`src/sv/swcr_pkg.sv`:
```
`timescale 1ns / 1ps
// ----------------------------------------------------------------------------
// swcr_pkg
// Shared constants and types for the shallow-water cell rate block.
// ----------------------------------------------------------------------------
package swcr_pkg;

    localparam int DATA_WIDTH_DEF = 32;
    localparam int FRAC_BITS_DEF  = 16;
    localparam int ACC_W   = 34;
    localparam int SIZE_W  = 31;
    localparam int CELL_W  = 20;
    localparam int OP_W    = 3;
    localparam int OUT_W   = 32;
    localparam int IDX_W   = 1;

    localparam logic [OP_W-1:0] OP_WEST  = 3'd0;
    localparam logic [OP_W-1:0] OP_EAST  = 3'd1;
    localparam logic [OP_W-1:0] OP_SOUTH = 3'd2;
    localparam logic [OP_W-1:0] OP_NORTH = 3'd3;
    localparam logic [OP_W-1:0] OP_CELL  = 3'd4;

    localparam logic [IDX_W-1:0] REG_SIZE_X = 1'b0;
    localparam logic [IDX_W-1:0] REG_SIZE_Y = 1'b1;

    // divider command / status between sequencer and divider
    typedef struct packed {
        logic        start;
        logic [63:0] dividend;
        logic [SIZE_W-1:0] divisor;
    } div_cmd_t;

    typedef struct packed {
        logic        busy;
        logic        done;
        logic [63:0] quotient;
    } div_sts_t;

endpackage

```
`src/sv/swcr_div.sv`:
```
`timescale 1ns / 1ps
// ----------------------------------------------------------------------------
// swcr_div
// Radix-2 restoring divider, one quotient bit per cycle, unsigned.
// ----------------------------------------------------------------------------
module swcr_div (
    input  logic                aclk,
    input  logic                aresetn,
    input  swcr_pkg::div_cmd_t  cmd,
    output swcr_pkg::div_sts_t  sts
);
    localparam int NB = 64;
    localparam int RW = swcr_pkg::SIZE_W + 1;

    logic [NB-1:0] quo_reg, quo_next;
    logic [RW-1:0] rem_reg, rem_next;
    logic [swcr_pkg::SIZE_W-1:0] den_reg, den_next;
    logic [6:0] cnt_reg, cnt_next;
    logic busy_reg, busy_next, done_reg, done_next;
    logic [RW:0] trial;
    logic [RW-1:0] shifted;

    // one restoring step per cycle
    always_comb begin
        quo_next  = quo_reg;
        rem_next  = rem_reg;
        den_next  = den_reg;
        cnt_next  = cnt_reg;
        busy_next = busy_reg;
        done_next = 1'b0;
        shifted   = {rem_reg[RW-2:0], quo_reg[NB-1]};
        trial     = {1'b0, shifted} - {2'b00, den_reg};
        if (cmd.start) begin
            quo_next  = cmd.dividend;
            rem_next  = '0;
            den_next  = (cmd.divisor == '0) ? swcr_pkg::SIZE_W'(1) : cmd.divisor;
            cnt_next  = 7'(NB);
            busy_next = 1'b1;
        end else if (busy_reg) begin
            if (!trial[RW]) begin
                rem_next = trial[RW-1:0];
                quo_next = {quo_reg[NB-2:0], 1'b1};
            end else begin
                rem_next = shifted;
                quo_next = {quo_reg[NB-2:0], 1'b0};
            end
            cnt_next = cnt_reg - 7'd1;
            if (cnt_reg == 7'd1) begin
                busy_next = 1'b0;
                done_next = 1'b1;
            end
        end
    end

    always_ff @(posedge aclk) begin
        quo_reg <= quo_next;
        rem_reg <= rem_next;
        den_reg <= den_next;
        if (!aresetn) begin
            cnt_reg  <= '0;
            busy_reg <= 1'b0;
            done_reg <= 1'b0;
        end else begin
            cnt_reg  <= cnt_next;
            busy_reg <= busy_next;
            done_reg <= done_next;
        end
    end

    assign sts.busy     = busy_reg;
    assign sts.done     = done_reg;
    assign sts.quotient = quo_reg;

    // done only follows a busy cycle
    a_done_after_busy: assert property (@(posedge aclk) disable iff (!aresetn)
        done_reg |-> $past(busy_reg)) else $error("done without busy");
    // no restart while busy
    a_no_restart: assert property (@(posedge aclk) disable iff (!aresetn)
        busy_reg |-> !cmd.start) else $error("divider restarted while busy");
    // busy clears only through done
    a_busy_fall: assert property (@(posedge aclk) disable iff (!aresetn)
        $fell(busy_reg) |-> done_reg) else $error("busy fell without done");
endmodule

```
`src/sv/shallow_water_cell_rate.sv`:
```
`timescale 1ns / 1ps
// ----------------------------------------------------------------------------
// shallow_water_cell_rate
// Shallow-water cell derivative unit: face flux sums, shared divider.
// ----------------------------------------------------------------------------
// face transactions can follow back to back while the unit is idle
// a cell transaction runs ten divisions on one shared radix-2 divider, then
// four g products; the next input is accepted in the cycle after the result
// is taken
// the divider produces one quotient bit per cycle
// reset (synchronous, aresetn low) clears the sums, sizes to 1.0 and control
module shallow_water_cell_rate #(
    parameter int DATA_WIDTH = swcr_pkg::DATA_WIDTH_DEF,
    parameter int FRAC_BITS  = swcr_pkg::FRAC_BITS_DEF
) (
    input  logic          aclk,
    input  logic          aresetn,
    input  logic          s_tvalid,
    output logic          s_tready,
    // tdata: flux_depth, flux_momentum_x, flux_momentum_y, flux_wall, depth,
    // depth_slope_x, depth_slope_y, bed_slope_x, bed_slope_y, cell_index
    input  logic [311:0]  s_tdata,
    // tuser: operation
    input  logic [2:0]    s_tuser,
    output logic          m_tvalid,
    input  logic          m_tready,
    // tdata: result_cell, rate_depth, rate_momentum_x, rate_momentum_y
    output logic [119:0]  m_tdata,
    input  logic          cfg_valid,
    output logic          cfg_ready,
    input  logic          cfg_index,
    input  logic [30:0]   cfg_data
);
    localparam int ACC_W  = swcr_pkg::ACC_W;
    localparam int OUT_W  = (DATA_WIDTH < 32) ? DATA_WIDTH : 32;
    localparam logic [63:0] G_FIX = 64'(((64'd981 << FRAC_BITS) + 64'd50) / 64'd100);
    localparam logic [63:0] CLAMP = 64'd1 << 59;
    localparam int NJOB = 13;

    typedef enum logic [4:0] {
        ST_IDLE = 5'b00001,
        ST_ISSUE = 5'b00010,
        ST_WAIT = 5'b00100,
        ST_MUL  = 5'b01000,
        ST_OUT  = 5'b10000
    } state_t;

    state_t state_reg, state_next;
    logic [30:0] size_x_reg, size_y_reg;
    logic signed [ACC_W-1:0] sum_reg [8];
    logic [3:0] job_reg;
    logic signed [71:0] dh_reg, du_reg, dv_reg;
    logic [30:0] depth_reg;
    logic signed [31:0] hx_reg, hy_reg, bx_reg, by_reg;
    logic [19:0] cell_reg;
    logic [95:0] res_reg;
    logic [63:0] prod_reg;
    logic prod_neg_reg;
    logic [1:0] mstep_reg;

    swcr_pkg::div_cmd_t dcmd;
    swcr_pkg::div_sts_t dsts;

    swcr_div u_div (.aclk(aclk), .aresetn(aresetn), .cmd(dcmd), .sts(dsts));

    logic [2:0] op;
    assign op = s_tuser;
    assign s_tready = (state_reg == ST_IDLE);
    assign cfg_ready = (state_reg == ST_IDLE);
    assign m_tvalid = (state_reg == ST_OUT);
    assign m_tdata = {4'b0, res_reg, cell_reg};

    // job order: 0..7 sum divisions (sums x use size_x), 8/9 bed limits
    // sum index: 0 depth_x 1 depth_y 2 mxx 3 mxy 4 myx 5 myy 6 wall_x 7 wall_y
    logic signed [ACC_W-1:0] cur_sum;
    logic [ACC_W-1:0] cur_abs;
    logic [63:0] cur_mag;
    logic cur_neg, cur_y;
    always_comb begin
        cur_sum = sum_reg[job_reg[2:0]];
        cur_y   = job_reg[0];
        cur_abs = '0;
        if (job_reg >= 4'd8) begin
            cur_neg = 1'b0;
            cur_mag = 64'(depth_reg) << FRAC_BITS;
        end else begin
            cur_neg = cur_sum[ACC_W-1];
            cur_abs = cur_neg ? ACC_W'(-cur_sum) : ACC_W'(cur_sum);
            cur_mag = 64'(cur_abs) << FRAC_BITS;
        end
        dcmd.start    = (state_reg == ST_ISSUE);
        dcmd.dividend = cur_mag;
        dcmd.divisor  = cur_y ? size_y_reg : size_x_reg;
    end

    // signed quotient, clamped
    logic [63:0] qmag;
    logic signed [71:0] qs;
    assign qmag = (dsts.quotient > CLAMP) ? CLAMP : dsts.quotient;
    assign qs = cur_neg ? -72'(qmag) : 72'(qmag);

    // bed slope clamped in magnitude to the limit quotient (job 8 x, job 9 y)
    logic signed [31:0] slope_cur, slope_lim;
    logic [31:0] slope_mag;
    always_comb begin
        slope_cur = job_reg[0] ? by_reg : bx_reg;
        slope_mag = slope_cur[31] ? 32'(-slope_cur) : 32'(slope_cur);
        if (64'(slope_mag) > qmag) slope_lim = slope_cur[31] ? -32'(qmag) : 32'(qmag);
        else slope_lim = slope_cur;
    end

    // multiply operand for the g products: 0 hx, 1 bx limited, 2 hy, 3 by limited
    logic signed [63:0] mop;
    logic [63:0] mmag;
    always_comb begin
        unique case (mstep_reg)
            2'd0: mop = 64'(hx_reg);
            2'd1: mop = 64'(bx_reg);
            2'd2: mop = 64'(hy_reg);
            2'd3: mop = 64'(by_reg);
        endcase
        mmag = mop[63] ? 64'(-mop) : 64'(mop);
    end

    // saturation
    function automatic logic [31:0] sat(input logic signed [71:0] v);
        logic signed [71:0] hi, lo;
        hi = (72'sd1 <<< (OUT_W - 1)) - 72'sd1;
        lo = -hi - 72'sd1;
        if (v > hi) sat = 32'(hi);
        else if (v < lo) sat = 32'(lo);
        else sat = 32'(v);
    endfunction

    logic signed [71:0] prod_s;
    assign prod_s = prod_neg_reg ? -72'(prod_reg >> FRAC_BITS) : 72'(prod_reg >> FRAC_BITS);

    logic s_acc;
    assign s_acc = s_tvalid && s_tready;

    // sequencer
    always_comb begin
        state_next = state_reg;
        unique case (state_reg)
            ST_IDLE:  if (s_acc && op == swcr_pkg::OP_CELL) state_next = ST_ISSUE;
            ST_ISSUE: state_next = ST_WAIT;
            ST_WAIT:  if (dsts.done) state_next = (job_reg == 4'd9) ? ST_MUL : ST_ISSUE;
            ST_MUL:   if (mstep_reg == 2'd3 && job_reg == 4'(NJOB - 1)) state_next = ST_OUT;
            ST_OUT:   if (m_tready) state_next = ST_IDLE;
            default:  state_next = ST_IDLE;
        endcase
    end

    always_ff @(posedge aclk) begin
        if (!aresetn) begin
            state_reg  <= ST_IDLE;
            size_x_reg <= 31'd65536;
            size_y_reg <= 31'd65536;
            for (int i = 0; i < 8; i++) sum_reg[i] <= '0;
            job_reg   <= '0;
            mstep_reg <= '0;
        end else begin
            state_reg <= state_next;
            if (cfg_valid && cfg_ready) begin
                if (cfg_index == swcr_pkg::REG_SIZE_X) size_x_reg <= cfg_data;
                else size_y_reg <= cfg_data;
            end
            // face accumulation
            if (s_acc && op <= swcr_pkg::OP_NORTH) begin
                for (int k = 0; k < 4; k++) begin
                    logic signed [ACC_W-1:0] f;
                    f = ACC_W'(signed'(s_tdata[32*k +: 32]));
                    if (op[1]) sum_reg[2*k+1] <= op[0] ? sum_reg[2*k+1] - f : sum_reg[2*k+1] + f;
                    else       sum_reg[2*k]   <= op[0] ? sum_reg[2*k] - f   : sum_reg[2*k] + f;
                end
            end
            if (s_acc && op == swcr_pkg::OP_CELL) begin
                job_reg <= '0;
                mstep_reg <= '0;
            end
            if (state_reg == ST_WAIT && dsts.done && job_reg != 4'd9) job_reg <= job_reg + 4'd1;
            if (state_reg == ST_WAIT && dsts.done && job_reg == 4'd9) job_reg <= 4'd10;
            // three phases per product: multiply, accumulate, saturate into the result
            if (state_reg == ST_MUL) begin
                if (job_reg == 4'(NJOB - 1)) begin
                    job_reg <= 4'd10;
                    mstep_reg <= mstep_reg + 2'd1;
                end else job_reg <= job_reg + 4'd1;
            end
            if (state_reg == ST_OUT && m_tready)
                for (int i = 0; i < 8; i++) sum_reg[i] <= '0;
        end
    end

    // datapath registers
    always_ff @(posedge aclk) begin
        if (s_acc && op == swcr_pkg::OP_CELL) begin
            depth_reg <= s_tdata[158:128];
            hx_reg <= s_tdata[190:159];
            hy_reg <= s_tdata[222:191];
            bx_reg <= s_tdata[254:223];
            by_reg <= s_tdata[286:255];
            cell_reg <= s_tdata[306:287];
            dh_reg <= '0; du_reg <= '0; dv_reg <= '0;
        end
        if (state_reg == ST_WAIT && dsts.done) begin
            unique case (job_reg)
                4'd0, 4'd1: dh_reg <= dh_reg + qs;
                4'd2, 4'd3, 4'd6: du_reg <= du_reg + qs;
                4'd4, 4'd5, 4'd7: dv_reg <= dv_reg + qs;
                4'd8: bx_reg <= slope_lim;
                4'd9: by_reg <= slope_lim;
                default: ;
            endcase
        end
        if (state_reg == ST_MUL) begin
            if (job_reg == 4'd10) begin
                prod_reg <= 64'(mmag[31:0]) * 64'(G_FIX[33:0]);
                prod_neg_reg <= mop[63];
            end else if (job_reg == 4'd11) begin
                if (mstep_reg[1]) dv_reg <= dv_reg - prod_s;
                else du_reg <= du_reg - prod_s;
            end else begin
                res_reg <= {sat(dv_reg), sat(du_reg), sat(dh_reg)};
            end
        end
    end

    a_out_idle: assert property (@(posedge aclk) disable iff (!aresetn)
        m_tvalid |-> !s_tready) else $error("input open during output");
    a_out_hold: assert property (@(posedge aclk) disable iff (!aresetn)
        m_tvalid && !m_tready |=> m_tvalid) else $error("result dropped");
    a_clear: assert property (@(posedge aclk) disable iff (!aresetn)
        m_tvalid && m_tready |=> sum_reg[0] == '0) else $error("sums not cleared");
endmodule

```
`config.mk`:
```
export PLATFORM = sky130hd
export DESIGN_NAME = shallow_water_cell_rate
export DESIGN_NICKNAME = d
export VERILOG_FILES = /design/src/sv/swcr_pkg.sv /design/src/sv/swcr_div.sv /design/src/sv/shallow_water_cell_rate.sv
export SDC_FILE = /design/constraint.sdc
export NUM_CORES = 2
export LEC_CHECK = 0
export BUFFER_PORTS_ARGS = -buffer_cell sky130_fd_sc_hd__clkbuf_2
export CORE_ASPECT_RATIO = 1.5
export CORE_MARGIN = 2
export CORE_UTILIZATION = 40
export DETAILED_ROUTE_END_ITERATION = 10
export GPL_TIMING_DRIVEN = 0
export SYNTH_ARGS = -nofsm -noshare
export SYNTH_HDL_FRONTEND = slang
export SYNTH_SLANG_ARGS = --single-unit
```
`constraint.sdc`:
```
create_clock -name aclk -period 10.59 [get_ports aclk]
set_input_delay 0.5295 -clock aclk [delete_from_list [all_inputs] [get_ports aclk]]
set_output_delay 0.5295 -clock aclk [all_outputs]
set_load 0.01 [all_outputs]
```
==> metrics.txt <==
# TYPE chip_impl_metric gauge
chip_impl_metric{name="timing.fmax",unit="MHz"} 95.7
chip_impl_metric{name="share_of_layout_cells_above_drive_strength_1",unit=""} 0.0879
chip_impl_metric{name="power.switching",unit="mW"} 11.0
chip_impl_metric{name="synth-edff-count",unit=""} 479
chip_impl_metric{name="final.fill_count",unit=""} 22758
chip_impl_metric{name="drc",unit=""} 6
chip_impl_metric{name="fin_area",unit="sq um"} 106000
chip_impl_metric{name="clock_sinks",unit=""} 1011
chip_impl_metric{name="power.combinational.fraction",unit=""} 0.583
chip_impl_metric{name="totalPowerFinal",unit="mW"} 24.5
chip_impl_info{name="synth_largest_area_cell",value="edfxtp_1"} 1
chip_impl_metric{name="post-dp-hpwl",unit="um"} 339000
chip_impl_metric{name="worstPathRequired",unit="ns"} 11.20
chip_impl_metric{name="power.share.sequential",unit=""} 0.243
chip_impl_metric{name="die_width",unit="um"} 398
chip_impl_metric{name="final_core_utilization",unit=""} 0.458
chip_impl_info{name="path_common_cell",value="nor2_1"} 1
chip_impl_info{name="library_cell_with_the_highest_instance_count_after_synthesis",value="nand2_1"} 1
chip_impl_metric{name="ios",unit=""} 475
chip_impl_info{name="run_status",value="finished, violations left"} 1
chip_impl_metric{name="worst_path_largest_cell_delay",unit="ns"} 1.26
chip_impl_metric{name="share_clk_of_total_power",unit=""} 0.174
chip_impl_info{name="timing.critical_path.to_type",value="flop"} 1
chip_impl_info{name="rsz0062_at_grt",value="yes"} 1
chip_impl_metric{name="slew_headroom",unit=""} -0.0625
chip_impl_info{name="violations",value="DRC, capacitance limit, slew limit"} 1
chip_impl_metric{name="ir_drop_worst_case_vdd",unit="V"} 0.000373
chip_impl_metric{name="multi_input_area",unit="sq um"} 64200
chip_impl_metric{name="p_leak",unit="nW"} 45.2
chip_impl_metric{name="skew",unit="ns"} 0.0426
chip_impl_metric{name="avgViaCountPerCell",unit=""} 5.95
chip_impl_metric{name="post_synth_inst_count",unit=""} 11169
chip_impl_metric{name="synth-async-reset-ratio",unit=""} 0
chip_impl_metric{name="register_to_register_setup_slack",unit="ns"} 0.14
chip_impl_info{name="yosys_most_used_dff",value="dfxtp_1"} 1
chip_impl_info{name="critical-path-slowest-cell",value="a311oi_1"} 1
chip_impl_info{name="synth_common_cells",value="1373 x nand2_1, 1042 x a21oi_1, 895 x ha_1, 785 x nor2_1, 638 x inv_1"} 1
chip_impl_info{name="crit_type",value="reg2reg"} 1
chip_impl_metric{name="post-synth-top-area-fraction",unit=""} 0.155
chip_impl_metric{name="dr.pass1.iters",unit=""} 11
chip_impl_metric{name="worst-slew-pin-transition",unit="ns"} 1.58
chip_impl_metric{name="ff_latch_area",unit="sq um"} 25000
chip_impl_metric{name="synth.avg_cell_area",unit="sq um"} 8.33
chip_impl_metric{name="first_pass_grt_wire_length",unit="um"} 582000
chip_impl_metric{name="clk_path_buf_depth",unit=""} 3
chip_impl_metric{name="starting_density_of_the_core",unit=""} 0.402
chip_impl_metric{name="slew_violations",unit=""} 22
chip_impl_info{name="hp-start",value="s_tdata[173]"} 1
chip_impl_metric{name="final_weighted_congestion_in_routability_driven_placement",unit=""} 1.16
chip_impl_info{name="ys_top_cells_by_area",value="edfxtp_1 15%, ha_1 12%, dfxtp_1 11%, a21oi_1 5.6%, nand2_1 5.5%"} 1
chip_impl_metric{name="power_switching_share",unit=""} 0.450
chip_impl_metric{name="synthDistinctLibCells",unit=""} 103
chip_impl_metric{name="grt_pass1_vias",unit=""} 89102
chip_impl_metric{name="wirelength",unit="um"} 407000
chip_impl_metric{name="report.final.hold_viol_count",unit=""} 0
chip_impl_metric{name="totalNegativeSetupSlack",unit="ns"} 0
chip_impl_info{name="cts.root.buffer_cell",value="clkbuf_16"} 1
chip_impl_metric{name="vias",unit=""} 89980
chip_impl_metric{name="internal_power",unit="mW"} 13.5
chip_impl_metric{name="cap_viol_max_count",unit=""} 4
chip_impl_metric{name="number_of_rows_created_at_floorplan",unit=""} 216
chip_impl_metric{name="io_buffers",unit=""} 464
chip_impl_info{name="hold_path_class",value="in2reg"} 1
chip_impl_metric{name="initial_antenna_violation_count",unit=""} 40
chip_impl_metric{name="cp_data_arrival_time",unit="ns"} 11.06
chip_impl_info{name="regToRegEndpoint",value="dv_reg[63]"} 1
chip_impl_metric{name="yosys_warnings",unit=""} 0
chip_impl_metric{name="period_minus_slack",unit="ns"} 10.45
chip_impl_metric{name="hold-path-cell-count",unit=""} 1
chip_impl_metric{name="core_area",unit="sq um"} 231000
chip_impl_metric{name="placed_area",unit="sq um"} 100000
chip_impl_metric{name="mapped_cell_area",unit="sq um"} 93000
chip_impl_metric{name="ys_seq_elements",unit=""} 1011
chip_impl_metric{name="depth_of_the_worst_register_to_register_path",unit=""} 28
chip_impl_metric{name="synth_seq_area_share",unit=""} 0.269
chip_impl_metric{name="area_growth",unit="%"} 13.9
chip_impl_metric{name="global_route.usage.total",unit=""} 0.332
chip_impl_metric{name="total_clock_buffers_created_by_cts",unit=""} 113
chip_impl_info{name="holdPathEnd",value="hx_reg[14]"} 1
chip_impl_metric{name="postRouteAntennaNets",unit=""} 0
chip_impl_metric{name="clock_slew_at_reported_path_ffs",unit="ns"} 0.07
chip_impl_metric{name="die_h",unit="um"} 595
chip_impl_metric{name="setup-violations-final",unit=""} 0
chip_impl_metric{name="hold_slack",unit="ns"} 0.0600
chip_impl_metric{name="layout_worst_path_cycle_share",unit=""} 0.987
chip_impl_metric{name="grt-ovfl-total",unit=""} 0
chip_impl_metric{name="clock_latency_on_the_worst_skew_pair",unit="ns"} 0.79
chip_impl_metric{name="power_density",unit="nW/um^2"} 231
chip_impl_metric{name="detailedRoute.firstIterationViolations",unit=""} 7395
chip_impl_metric{name="worst_path_fanout_max",unit=""} 10
chip_impl_info{name="tritoncts_clock_tree",value="done"} 1
chip_impl_metric{name="design.final.nets",unit=""} 13415
chip_impl_metric{name="design.die.area",unit="sq um"} 236000
chip_impl_info{name="worstSetupStartpointType",value="flop"} 1
chip_impl_info{name="reg2reg_from",value="u_div.quo_reg[36]"} 1
chip_impl_metric{name="wl_per_cell",unit="um"} 26.9
chip_impl_metric{name="h-tree-depth",unit=""} 3
chip_impl_metric{name="number_of_flip_flops_under_the_largest_register_name",unit=""} 272
chip_impl_metric{name="grt_max_degree",unit=""} 65
==> what timing repair did <==
action | in CTS | in global routing
pin swaps | 5 | 5
hold buffers | 133 | 0
endpoints found under the hold margin | 160 | 0
setup buffers | 3 | 8
gates resized for setup | 23 | 46
setup endpoints to repair | 26 | 18
==> power by group through the flow <==
stage          sequential (mW)  combinational [mW]  clock, mW
2_1_floorplan             5.71                10.5          0
3_3_place_gp              5.99                13.7          0
3_5_place_dp              5.99                14.1          0
4_1_cts                   5.91                14.2       4.32
5_1_grt                   5.98                16.1       4.45
6_report                  5.94                14.3       4.26
==> worst max-delay path: cells and delay by family, from the launching register on <==
kind | cells | cell delay [ns]
AO/OA/AOI/OAI | 12 | 4.37
XOR/XNOR | 1 | 0.34
adder cells (fa/ha/maj) | 2 | 0.83
buffers and inverters | 4 | 1.58
flip-flops | 1 | 0.51
AND/OR/NAND/NOR | 9 | 2.58
==> per-stage QoR <==
step / setup slack (ns) / instances
2_1_floorplan: 1.79 / 11172
3_3_place_gp: -0.888 / 14688
3_5_place_dp: -0.946 / 14739
4_1_cts: 0.0130 / 15090
5_1_grt: -0.0460 / 15103
6_report: 0.139 / 15110
==> kinds of logic (layout without fill, tap and decap cells) <==
| logic type | count (synthesis) | after routing | synth area share |
|---|---|---|---|
| muxes | 210 | 210 | 0.0327 |
| buffers and inverters | 1143 | 2017 | 0.0470 |
| other | 1 | 16 | 0.0000403 |
| xor gates and xnor gates | 920 | 920 | 0.0867 |
| AOI/OAI and AO/OA | 3271 | 3271 | 0.222 |
| adders and majority gates | 1122 | 1122 | 0.169 |
| DFF | 1011 | 1011 | 0.269 |
| and+or+nand+nor | 3491 | 3491 | 0.174 |
==> routing by layer <==
layer	GRT usage	vias to the layer above	wire length [um]
li1	-	41960	-
met1	0.370	43358	150000
met2	0.557	3563	189000
met3	0.0504	1067	26200
met4	0.277	32	41400
met5	0	-	200
==> layout by cell type, fill, tap and decap left out, drive strengths merged, types with 68 or more instances in the layout <==
cell,count
nand2,1374
a21oi,1042
clkbuf,1023
ha,895
nor2,786
o21ai,738
inv,647
xnor2,559
dfxtp,532
edfxtp,479
a21o,383
xor2,361
nand3,263
fa,222
nor3,211
nand4,135
dlygate4sd3,133
buf,131
a31oi,125
nand2b,120
a211oi,107
a311oi,106
o21bai,102
a21boi,102
nor2b,98
o21a,97
and3,96
nor4,89
and2,85
or3,73
mux2,72
mux2i,70
mux4,68
==> how the worst max path moves through the flow <==
stage	startpoint	endpoint	cells after the start
finish	u_div.quo_reg[36]	dv_reg[63]	28
floorplan	mstep_reg[1]	prod_reg[44]	34
detailed placement	mstep_reg[1]	prod_reg[51]	35
global placement	state_reg[2]	bx_reg[27]	9
CTS	mstep_reg[1]	prod_reg[51]	32
global route	mstep_reg[1]	prod_reg[51]	34
==> area by class of cell <==
class | instances | area share
clock inverters | 88 | 0.00948
flip-flops and latches | 1011 | 0.236
repair buffers | 659 | 0.0422
clock buffers | 127 | 0.0275
diodes | 12 | 0.000284
well taps | 3052 | 0.0361
inverters | 642 | 0.0228
plain buffers | 501 | 0.0186
multi-input cells | 9018 | 0.607
Power figures use the tool's default switching activity.
